===== src/hdl/aspd_pkg.sv =====
// shared constants for the switch position decoder
package aspd_pkg;

    localparam int NUM_POSITIONS   = 11;
    localparam int POS_W           = 4;
    localparam int THRESH_W        = 12;
    localparam int THRESH_RESET    = 64;
    localparam int AVG_COUNT_DEF   = 16;
    localparam int SAMPLE_BITS_DEF = 12;

    // trip points of the resistor ladder, ascending; the last one is never reached
    localparam int unsigned TRIP_POINTS [NUM_POSITIONS] = '{
        210, 617, 1027, 1435, 1844, 2254, 2665, 3075, 3484, 3888, 5000
    };

endpackage


===== src/hdl/adc_switch_position_decoder_top.sv =====
// top level of the rotary switch position decoder
//
// Decodes a rotary switch position from a stream of ADC samples of its
// resistor-ladder wiper. Samples are grouped into back-to-back windows of
// AVG_COUNT beats; the last beat of each window yields one result beat.
// A window is steady when its largest step between consecutive samples
// is strictly below the stability threshold; then the window average is
// matched against the ladder trip points and the new position (0..10) is
// stored and sent with tuser high. Otherwise the stored position is sent
// again with tuser low. One sample beat is taken every cycle unless the
// input stalls as described below. A window's result is registered in
// the window slot, then goes through the trip-point compare stage into
// the output register. The accumulator, a one-entry window slot and the
// output register make up the pipeline, so sample beats keep flowing
// while a result waits on m_axis_tready; the input stalls only on a
// window's last beat while the slot is still full. The threshold resets
// to 64 and is written through the cfg channel; the user must write it
// only while the block is idle, the block itself does not enforce this.
module adc_switch_position_decoder_top
    import aspd_pkg::*;
#(
    parameter int AVG_COUNT   = AVG_COUNT_DEF,
    parameter int SAMPLE_BITS = SAMPLE_BITS_DEF
) (
    input  logic                                 aclk,
    input  logic                                 aresetn,
    // sample stream
    input  logic                                 s_axis_tvalid,
    output logic                                 s_axis_tready,
    input  logic [((SAMPLE_BITS + 7) / 8)*8-1:0] s_axis_tdata,  // sample
    // result stream
    output logic                                 m_axis_tvalid,
    input  logic                                 m_axis_tready,
    output logic [7:0]                           m_axis_tdata,  // position
    output logic                                 m_axis_tuser,  // stable
    // threshold write channel
    input  logic                                 cfg_valid,
    output logic                                 cfg_ready,
    input  logic [THRESH_W-1:0]                  cfg_data       // stability_threshold
);

    localparam int SUM_W = SAMPLE_BITS + $clog2(AVG_COUNT);

    logic [THRESH_W-1:0]    threshold_reg, threshold_next;

    // window slot between accumulator and decoder
    logic                   win_valid;
    logic                   win_ready;
    logic [SUM_W-1:0]       win_sum;
    logic [SAMPLE_BITS-1:0] win_step;
    logic [POS_W-1:0]       position;

    // threshold register, always writable
    assign cfg_ready      = 1'b1;
    assign threshold_next = (cfg_valid && cfg_ready) ? cfg_data : threshold_reg;

    always_ff @(posedge aclk) begin
        if (!aresetn) begin
            threshold_reg <= THRESH_W'(THRESH_RESET);
        end else begin
            threshold_reg <= threshold_next;
        end
    end

    // running sum and largest step over the window
    aspd_window_acc #(
        .AVG_COUNT   (AVG_COUNT),
        .SAMPLE_BITS (SAMPLE_BITS),
        .SUM_W       (SUM_W)
    ) u_acc (
        .aclk      (aclk),
        .aresetn   (aresetn),
        .in_valid  (s_axis_tvalid),
        .in_ready  (s_axis_tready),
        .in_sample (s_axis_tdata[SAMPLE_BITS-1:0]),
        .win_valid (win_valid),
        .win_ready (win_ready),
        .win_sum   (win_sum),
        .win_step  (win_step)
    );

    // steady check, trip point decode and result register
    aspd_decoder #(
        .AVG_COUNT   (AVG_COUNT),
        .SAMPLE_BITS (SAMPLE_BITS),
        .SUM_W       (SUM_W)
    ) u_dec (
        .aclk         (aclk),
        .aresetn      (aresetn),
        .threshold    (threshold_reg),
        .win_valid    (win_valid),
        .win_ready    (win_ready),
        .win_sum      (win_sum),
        .win_step     (win_step),
        .out_valid    (m_axis_tvalid),
        .out_ready    (m_axis_tready),
        .out_position (position),
        .out_stable   (m_axis_tuser)
    );

    assign m_axis_tdata = 8'(position);

    // decoded position never leaves the ladder range
    a_pos_range : assert property (@(posedge aclk) disable iff (!aresetn)
        m_axis_tvalid |-> (position <= POS_W'(NUM_POSITIONS - 1)))
        else $error("position out of range");

    // input only backs up while a finished window waits
    a_stall_cause : assert property (@(posedge aclk) disable iff (!aresetn)
        !s_axis_tready |-> win_valid)
        else $error("input stalled with empty window slot");

    // a zero threshold never lets a window count as steady
    a_zero_thresh : assert property (@(posedge aclk) disable iff (!aresetn)
        (win_valid && win_ready && threshold_reg == '0) |=> !m_axis_tuser)
        else $error("steady result with zero threshold");

endmodule


===== src/hdl/aspd_window_acc.sv =====
// per-window sum and largest step accumulator
module aspd_window_acc
    import aspd_pkg::*;
#(
    parameter int AVG_COUNT   = AVG_COUNT_DEF,
    parameter int SAMPLE_BITS = SAMPLE_BITS_DEF,
    parameter int SUM_W       = SAMPLE_BITS + $clog2(AVG_COUNT)
) (
    input  logic                   aclk,
    input  logic                   aresetn,
    input  logic                   in_valid,
    output logic                   in_ready,
    input  logic [SAMPLE_BITS-1:0] in_sample,
    output logic                   win_valid,
    input  logic                   win_ready,
    output logic [SUM_W-1:0]       win_sum,
    output logic [SAMPLE_BITS-1:0] win_step
);

    localparam int CNT_W = $clog2(AVG_COUNT);
    localparam logic [CNT_W-1:0] CNT_LAST = CNT_W'(AVG_COUNT - 1);

    logic [CNT_W-1:0]       count_reg,  count_next;
    logic [SUM_W-1:0]       sum_reg,    sum_next;
    logic [SAMPLE_BITS-1:0] prev_reg,   prev_next;
    logic [SAMPLE_BITS-1:0] step_reg,   step_next;
    logic                   wvalid_reg, wvalid_next;
    logic [SUM_W-1:0]       wsum_reg,   wsum_next;
    logic [SAMPLE_BITS-1:0] wstep_reg,  wstep_next;

    logic                   accept;
    logic                   first;
    logic                   last;
    logic [SAMPLE_BITS-1:0] diff;

    assign first    = (count_reg == '0);
    assign last     = (count_reg == CNT_LAST);
    // a last sample needs the window slot free
    assign in_ready = !(wvalid_reg && last);
    assign accept   = in_valid && in_ready;
    assign diff     = (in_sample >= prev_reg) ? (in_sample - prev_reg) : (prev_reg - in_sample);

    always_comb begin
        count_next  = count_reg;
        sum_next    = sum_reg;
        prev_next   = prev_reg;
        step_next   = step_reg;
        wvalid_next = wvalid_reg;
        wsum_next   = wsum_reg;
        wstep_next  = wstep_reg;
        if (wvalid_reg && win_ready) begin
            wvalid_next = 1'b0;
        end
        if (accept) begin
            prev_next = in_sample;
            if (first) begin
                sum_next  = SUM_W'(in_sample);
                step_next = '0;
            end else begin
                sum_next  = sum_reg + SUM_W'(in_sample);
                step_next = (diff > step_reg) ? diff : step_reg;
            end
            if (last) begin
                count_next  = '0;
                wvalid_next = 1'b1;
                wsum_next   = sum_next;
                wstep_next  = step_next;
            end else begin
                count_next = count_reg + CNT_W'(1);
            end
        end
    end

    always_ff @(posedge aclk) begin
        if (!aresetn) begin
            count_reg  <= '0;
            sum_reg    <= '0;
            prev_reg   <= '0;
            step_reg   <= '0;
            wvalid_reg <= 1'b0;
        end else begin
            count_reg  <= count_next;
            sum_reg    <= sum_next;
            prev_reg   <= prev_next;
            step_reg   <= step_next;
            wvalid_reg <= wvalid_next;
        end
        wsum_reg  <= wsum_next;
        wstep_reg <= wstep_next;
    end

    assign win_valid = wvalid_reg;
    assign win_sum   = wsum_reg;
    assign win_step  = wstep_reg;

endmodule


===== src/hdl/aspd_decoder.sv =====
// trip point compare, held position and output register
module aspd_decoder
    import aspd_pkg::*;
#(
    parameter int AVG_COUNT   = AVG_COUNT_DEF,
    parameter int SAMPLE_BITS = SAMPLE_BITS_DEF,
    parameter int SUM_W       = SAMPLE_BITS + $clog2(AVG_COUNT)
) (
    input  logic                   aclk,
    input  logic                   aresetn,
    input  logic [THRESH_W-1:0]    threshold,
    input  logic                   win_valid,
    output logic                   win_ready,
    input  logic [SUM_W-1:0]       win_sum,
    input  logic [SAMPLE_BITS-1:0] win_step,
    output logic                   out_valid,
    input  logic                   out_ready,
    output logic [POS_W-1:0]       out_position,
    output logic                   out_stable
);

    localparam int BOUND_W = $clog2((TRIP_POINTS[NUM_POSITIONS-2] + 1) * AVG_COUNT + 1);
    localparam int CMP_W   = (SUM_W > BOUND_W) ? SUM_W : BOUND_W;
    localparam int STEP_W  = (SAMPLE_BITS > THRESH_W) ? SAMPLE_BITS : THRESH_W;

    logic                      ovalid_reg, ovalid_next;
    logic [POS_W-1:0]          pos_reg,    pos_next;
    logic                      stable_reg, stable_next;
    logic [POS_W-1:0]          held_reg,   held_next;

    logic [CMP_W-1:0]          sum_ext;
    logic [NUM_POSITIONS-2:0]  above;
    logic [POS_W-1:0]          decoded;
    logic                      steady;
    logic                      take;

    assign sum_ext = CMP_W'(win_sum);

    // avg > tp  <=>  sum >= (tp + 1) * AVG_COUNT, so no divide is needed
    for (genvar g = 0; g < NUM_POSITIONS - 1; g++) begin : g_trip
        localparam int unsigned BOUND = (TRIP_POINTS[g] + 1) * AVG_COUNT;
        assign above[g] = (sum_ext >= CMP_W'(BOUND));
    end

    assign decoded   = POS_W'(NUM_POSITIONS - 1) - POS_W'($countones(above));
    assign steady    = (STEP_W'(win_step) < STEP_W'(threshold));
    assign win_ready = !ovalid_reg || out_ready;
    assign take      = win_valid && win_ready;

    always_comb begin
        ovalid_next = ovalid_reg;
        pos_next    = pos_reg;
        stable_next = stable_reg;
        held_next   = held_reg;
        if (take) begin
            ovalid_next = 1'b1;
            stable_next = steady;
            pos_next    = steady ? decoded : held_reg;
            held_next   = pos_next;
        end else if (out_ready) begin
            ovalid_next = 1'b0;
        end
    end

    always_ff @(posedge aclk) begin
        if (!aresetn) begin
            ovalid_reg <= 1'b0;
            held_reg   <= '0;
        end else begin
            ovalid_reg <= ovalid_next;
            held_reg   <= held_next;
        end
        pos_reg    <= pos_next;
        stable_reg <= stable_next;
    end

    assign out_valid    = ovalid_reg;
    assign out_position = pos_reg;
    assign out_stable   = stable_reg;

endmodule


===== config.mk =====
export PLATFORM = sky130hd
export DESIGN_NAME = adc_switch_position_decoder_top
export DESIGN_NICKNAME = d
export VERILOG_FILES = /design/src/hdl/aspd_pkg.sv /design/src/hdl/adc_switch_position_decoder_top.sv /design/src/hdl/aspd_window_acc.sv /design/src/hdl/aspd_decoder.sv
export SDC_FILE = /design/constraint.sdc
export NUM_CORES = 1
export LEC_CHECK = 0
export ABC_AREA = 0
export BUFFER_PORTS_ARGS = -buffer_cell sky130_fd_sc_hd__buf_4
export CAP_MARGIN = 40
export CORE_ASPECT_RATIO = 1.2
export CORE_MARGIN = 5
export CORE_UTILIZATION = 50
export DETAILED_ROUTE_END_ITERATION = 10
export GPL_ROUTABILITY_DRIVEN = 0
export PLACE_DENSITY = 0.65
export SLEW_MARGIN = 5
export SYNTH_ARGS = -nofsm -noshare
export SYNTH_HDL_FRONTEND = slang
export SYNTH_SLANG_ARGS = --single-unit

===== constraint.sdc =====
create_clock -name aclk -period 7.05 [get_ports aclk]
set_input_delay 0.3525 -clock aclk [delete_from_list [all_inputs] [get_ports aclk]]
set_output_delay 0.3525 -clock aclk [all_outputs]
set_load 0.005 [all_outputs]

Word-level counts from Yosys, hierarchy flattened
Index checks and enable logic that the tools add are counted.
{"block": "classes", "add_sub_neg": 14, "order_cmp": 13, "n_eq_ne": 1, "muxes": 11, "reduce_logical": 9}
{"operator": "$ge A16 B16 Y1 const B", "n": 5}
{"operator": "$ge A16 B15 Y1 const B", "n": 3}
{"operator": "$mux W12", "n": 3}
{"operator": "$sub A12 B12 Y12", "n": 2}
{"operator": "$add A16 B12 Y16", "n": 1}
{"operator": "$add A4 B4 Y4", "n": 4}
{"operator": "$ge A16 B12 Y1 const B", "n": 1}
{"operator": "$ge A16 B14 Y1 const B", "n": 1}
{"operator": "$mux W16", "n": 1}
{"operator": "$ge A12 B12 Y1", "n": 1}
{"operator": "$gt A12 B12 Y1", "n": 1}
{"operator": "$lt A12 B12 Y1", "n": 1}
{"operator": "$add A1 B1 Y2", "n": 5}
{"operator": "$mux W4", "n": 2}
{"operator": "$mux W1", "n": 5}
{"operator": "$add A4 B1 Y4 const B", "n": 1}
{"operator": "$eq A4 B4 Y1 const B", "n": 1}
{"operator": "$logic_not A4 Y1", "n": 1}
{"operator": "$sub A4 B4 Y4 const A", "n": 1}
{"operator": "$logic_and A1 B1 Y1", "n": 3}
{"operator": "$logic_not A1 Y1", "n": 2}
{"operator": "$reduce_and A2 Y1", "n": 1}
{"operator": "$reduce_bool A2 Y1", "n": 1}
{"operator": "$logic_or A1 B1 Y1", "n": 1}
{"block": "totals", "register_bits": 95, "input_bits": 33, "out_inout_bits": 12, "wordCells": 60}

Logic depth before layout (Yosys ltp)
{"block": "depth", "word_depth": 7, "depth_mapped": 21, "depth_no_buf": 19}

Hierarchy
Synthesis repeated with hierarchy kept, for this count alone.
{"block": "hier_totals", "hier_cells": 760, "area_unflattened_um2": 6613.8}
{"module": "aspd_window_acc", "n_inst": 1, "cells_each": 571, "area_each_um2": 4906.0, "seq_area_each_um2": 1741.7}
{"module": "aspd_decoder", "n_inst": 1, "cells_each": 144, "area_each_um2": 1214.9, "seq_area_each_um2": 250.2}
{"module": "adc_switch_position_decoder_top", "n_inst": 1, "cells_each": 45, "area_each_um2": 493.0, "seq_area_each_um2": 240.2}

Worst setup path after synthesis
No wires, ideal clock.
{"block": "synth_path", "path_kind": "input to register", "from": "in s_axis_tdata[0]", "to": "reg u_acc.step_reg[10]", "setup_ns": 0.146, "arrival_ns": 4.139, "required_time_ns": 6.904, "slack_ns": 2.765, "path_stages": 18, "n_path_buf": 0, "cell_sequence": "ha_1 -> inv_1 -> fa_1 -> a21o_1 -> a2111o_1 -> a21o_1 -> a2111oi_0 -> a21oi_1 -> xnor2_1 -> inv_1 -> ha_1 -> nand4_1 -> or2_2 -> a21o_1 -> o211a_1 -> nor2_1 -> a2bb2oi_1 -> o32ai_2"}
{"block": "synth_between", "elab_chain_len": 5, "word_cells_on_any_way": 7, "cone_classes": "2 x add/sub; 2 x order compare; 3 x mux"}
{"element": "start, declared", "line_no": "adc_switch_position_decoder_top.sv:30", "text": "input logic [((SAMPLE_BITS + 7) / 8)*8-1:0] s_axis_tdata,"}
{"element": "$sub A12 B12 Y12 / $ge A12 B12 Y1 (equally long branches)", "line_no": "aspd_window_acc.sv:41", "text": "assign diff = (in_sample >= prev_reg) ? (in_sample - prev_reg) : (prev_reg - in_sample);"}
{"element": "$mux W12 *", "line_no": "aspd_window_acc.sv:41"}
{"element": "$gt A12 B12 Y1", "line_no": "aspd_window_acc.sv:61", "text": "step_next = (diff > step_reg) ? diff : step_reg;"}
{"element": "$mux W12 *", "line_no": "aspd_window_acc.sv:61"}
{"element": "$mux W12 *", "line_no": "aspd_window_acc.sv:56", "text": "if (first) begin"}
{"element": "end signal, assigned", "line_no": "aspd_window_acc.sv:85", "text": "step_reg <= step_next;"}
{"element": "end, declared", "line_no": "aspd_window_acc.sv:26", "text": "logic [SAMPLE_BITS-1:0] step_reg, step_next;"}
Mark *: on every way between the ends. The rest lies on a longest branch, timed or not.
A chain may end at the register's enable or synchronous reset.

Worst setup path in the final report
{"block": "layout_path", "from": "reg u_acc.prev_reg[0]", "to": "reg u_acc.step_reg[6]"}
{"block": "layout_between", "elab_chain_len": 5, "word_cells_on_any_way": 7, "cone_classes": "2 x add/sub; 2 x order compare; 3 x mux"}
{"element": "start, declared", "line_no": "aspd_window_acc.sv:25", "text": "logic [SAMPLE_BITS-1:0] prev_reg, prev_next;"}
{"element": "start signal, assigned", "line_no": "aspd_window_acc.sv:84", "text": "prev_reg <= prev_next;"}
{"element": "$sub A12 B12 Y12 / $ge A12 B12 Y1 (equally long branches)", "line_no": "aspd_window_acc.sv:41"}
{"element": "$mux W12 *", "line_no": "aspd_window_acc.sv:41"}
{"element": "$gt A12 B12 Y1", "line_no": "aspd_window_acc.sv:61"}
{"element": "$mux W12 *", "line_no": "aspd_window_acc.sv:61"}
{"element": "$mux W12 *", "line_no": "aspd_window_acc.sv:56"}
Marks and branches as above.

==> impl_metrics.ini <==
[status]
status = finished, final reports clean

[die]
die_area_um2 = 15300
num_rows = 45
dieWidth_um = 114
start_util_pct = 51.0
io_pins = 45
core_area_um2 = 12700
dieHeight_um = 135

[hold_path]
hold_path_class = input port to flip-flop

[pwr]
powerDensity_nw_per_um2 = 198
p_leak_nw = 3.08
vdd_drop_max_v = 0.000114

[yosys]
synth.area.mux_share_pct = 3.81
synth_compound_area_share_pct = 20.8
synth_cell_types = 80
synth-simple-area-share_pct = 16.8
synth_top_family_by_area = compound AO/OA/AOI/OAI gates
synthAdderAreaFrac_pct = 15.8
netlist_instances = 750
ys_seq_area_share_pct = 32.7
async_flop_share_pct = 0
yosys.area_share.xor_xnor_pct = 2.57
synth_enable_flop_cells = 29
syn-cell-area_um2 = 6470
ys_ff_latch = 91
yosysWarnings = 0
avgSynthCellArea_um2 = 8.62
synth_flop_cell = dfxtp_1

[clocking]
cts_buffer_depth = 2
ctsResizeCount = 0
cts_hold_buf = 0
clk_pin_slew_ps = 60
cts_tree = done
htreeDepth = 3
cts_buffers = 9
cts_setup_buffers = 0
clock_latency_ps = 340
root_buffer = clkbuf_16
clock_sinks = 91

[sta]
setup_violations = 0
setup_tns_ps = 0
min_period_over_period_pct = 77.1
min_period_ps = 5440
finClkSkew_ps = 5.02
worst_slew_pin_slew_ps = 907
hold_viol = 0
maxSlewViolCount = 0
max_slew_margin_pct = 39.3
max_freq_mhz = 184
rsz0062_at_grt = no

[finish]
largest_reg_flops = 16
fill_cells = 1169
nNetsFinal = 876
drive_above_1_share_pct = 12.2
n_antenna_cell = 0
area_delta_synth_final_pct = 10.1
fin_cells = 935

[run]
max_cap_viol_count = 0

[grt]
grt_use_total_pct = 19.3
overflow = 0
grt_pass1_vias = 5093
antenna_found_initial = 0
grt_max_degree = 38
grt_pass1_wl_mm = 24.1

[placed_design]
dpl.hpwl_mm = 10.9
placed_cells = 919
port-buffer-count = 35

[route]
route.detailed.drc = 0
routedWlPerCell_um = 15.2
drt_iter0_drc = 243
first_pass_iters = 4
dr_total_vias = 5267
wl_mm = 14.2
ant_nets = 0
vias_per_cell = 5.63

[setup_path]
cp-start-kind = flip-flop
cp.required_ps = 7230
worst_setup_path_end_kind = flip-flop
crit_type = flip-flop to flip-flop
worstPathArrival_ps = 5620
cp_max_fo = 16
[metrics by stage]
step / power (mW) / instance area [um^2] / hold WS, ps / util (%) / setup slack, ps
4_1_cts: 1.42 / 7120 / 231 / 56.2 / 1670
2_1_floorplan: 0.872 / 6480 / 436 / - / 2760
5_1_grt: 1.50 / 7120 / 244 / 56.2 / 1190
3_3_place_gp: 0.946 / 6780 / 443 / 53.5 / 1610
3_5_place_dp: 0.963 / 6840 / 448 / 54.0 / 1580
6_report: 1.41 / 7120 / 239 / 56.2 / 1610
[metal layers]
layer | global-route usage (%) | up-vias | part of all wire (%) | wire, um
met4 | 6.34 | 0 | 1.9 | 265
met3 | 3.59 | 23 | 4.3 | 612
met2 | 32.4 | 104 | 49 | 6950
li1 | - | 2676 | - | -
met5 | 0 | - | 0 | 0
met1 | 25.1 | 2464 | 45 | 6410
[worst paths after layout]
path,startpoint,end,slack [ps],cells past startpoint
max reg2reg,u_acc.prev_reg[0]$_SDFFE_PN0P_,u_acc.step_reg[6]$_SDFFE_PN0P_,1610,19
min,cfg_data[6],threshold_reg[6]$_SDFFE_PN1P_,240,3
max,u_acc.prev_reg[0]$_SDFFE_PN0P_,u_acc.step_reg[6]$_SDFFE_PN0P_,1610,19
min reg2reg,u_acc.prev_reg[11]$_SDFFE_PN0P_,u_acc.prev_reg[11]$_SDFFE_PN0P_,460,2
[cells by family after synthesis]
family	count (synthesis)
simple gates	225
buf+inv	115
flops	91
xor+xnor	19
other cells	2
mux	24
fa+ha+maj	77
compound gates	197
[critical path, cell delays in order (launching register included)]
cell,delay [ps]
dfxtp_1,320
inv_1,50
ha_1,150
inv_1,60
fa_1,390
a21o_1,190
a2111o_1,420
a21o_1,200
a2111oi_0,400
a21oi_1,100
xnor2_1,300
inv_1,80
ha_1,280
nand4_1,120
or2_2,330
a21o_1,150
o211a_1,120
nor2_1,690
a2bb2oi_1,740
o22ai_1,190
[layout make-up]
type / instances / area, um^2 / area share (%)
inverter: 77 / 289 / 4.06
multi-input combinational: 547 / 3890 / 54.7
sequential: 91 / 2110 / 29.7
clock buffer: 11 / 243 / 3.41
tap: 164 / 205 / 2.88
timing repair buffer: 40 / 340 / 4.78
clock inverter: 5 / 37.5 / 0.527
[power breakdown]
group / internal [mW] / switching [mW]
Clock: 0.250 / 0.205
Combinational: 0.154 / 0.225
Sequential: 0.564 / 0.0118
Total: 0.969 / 0.442
[Yosys cell counts (8+ instances only)]
library cell	n	share of area, %
a21o_1	18	2.1
a21oi_1	62	4.8
a31oi_1	8	0.77
clkbuf_1	19	1.1
dfxtp_1	62	19
edfxtp_1	29	13
fa_1	8	2.5
ha_1	69	13
inv_1	76	4.4
mux2i_1	19	2.9
nand2_1	71	4.1
nand3_1	15	1.2
nand4_1	14	1.4
nor2_1	61	3.5
nor3_1	11	0.85
o21a_1	9	1.0
o21ai_0	28	2.2
xnor2_1	8	1.1
xor2_1	11	1.5
[layout by cell type (no fill, tap or decap), types with 9 or more instances in the layout]
master	n
o21ai_0	28
nand3_1	15
nor2_1	60
a21oi_1	62
clkbuf_16	9
ha_1	69
mux2i_1	19
nor3_1	11
edfxtp_1	29
o21a_1	9
buf_4	37
inv_1	76
a21o_1	18
nand2_1	71
dfxtp_1	62
xor2_1	11
nand4_1	14
Power figures use the tool's default switching activity.
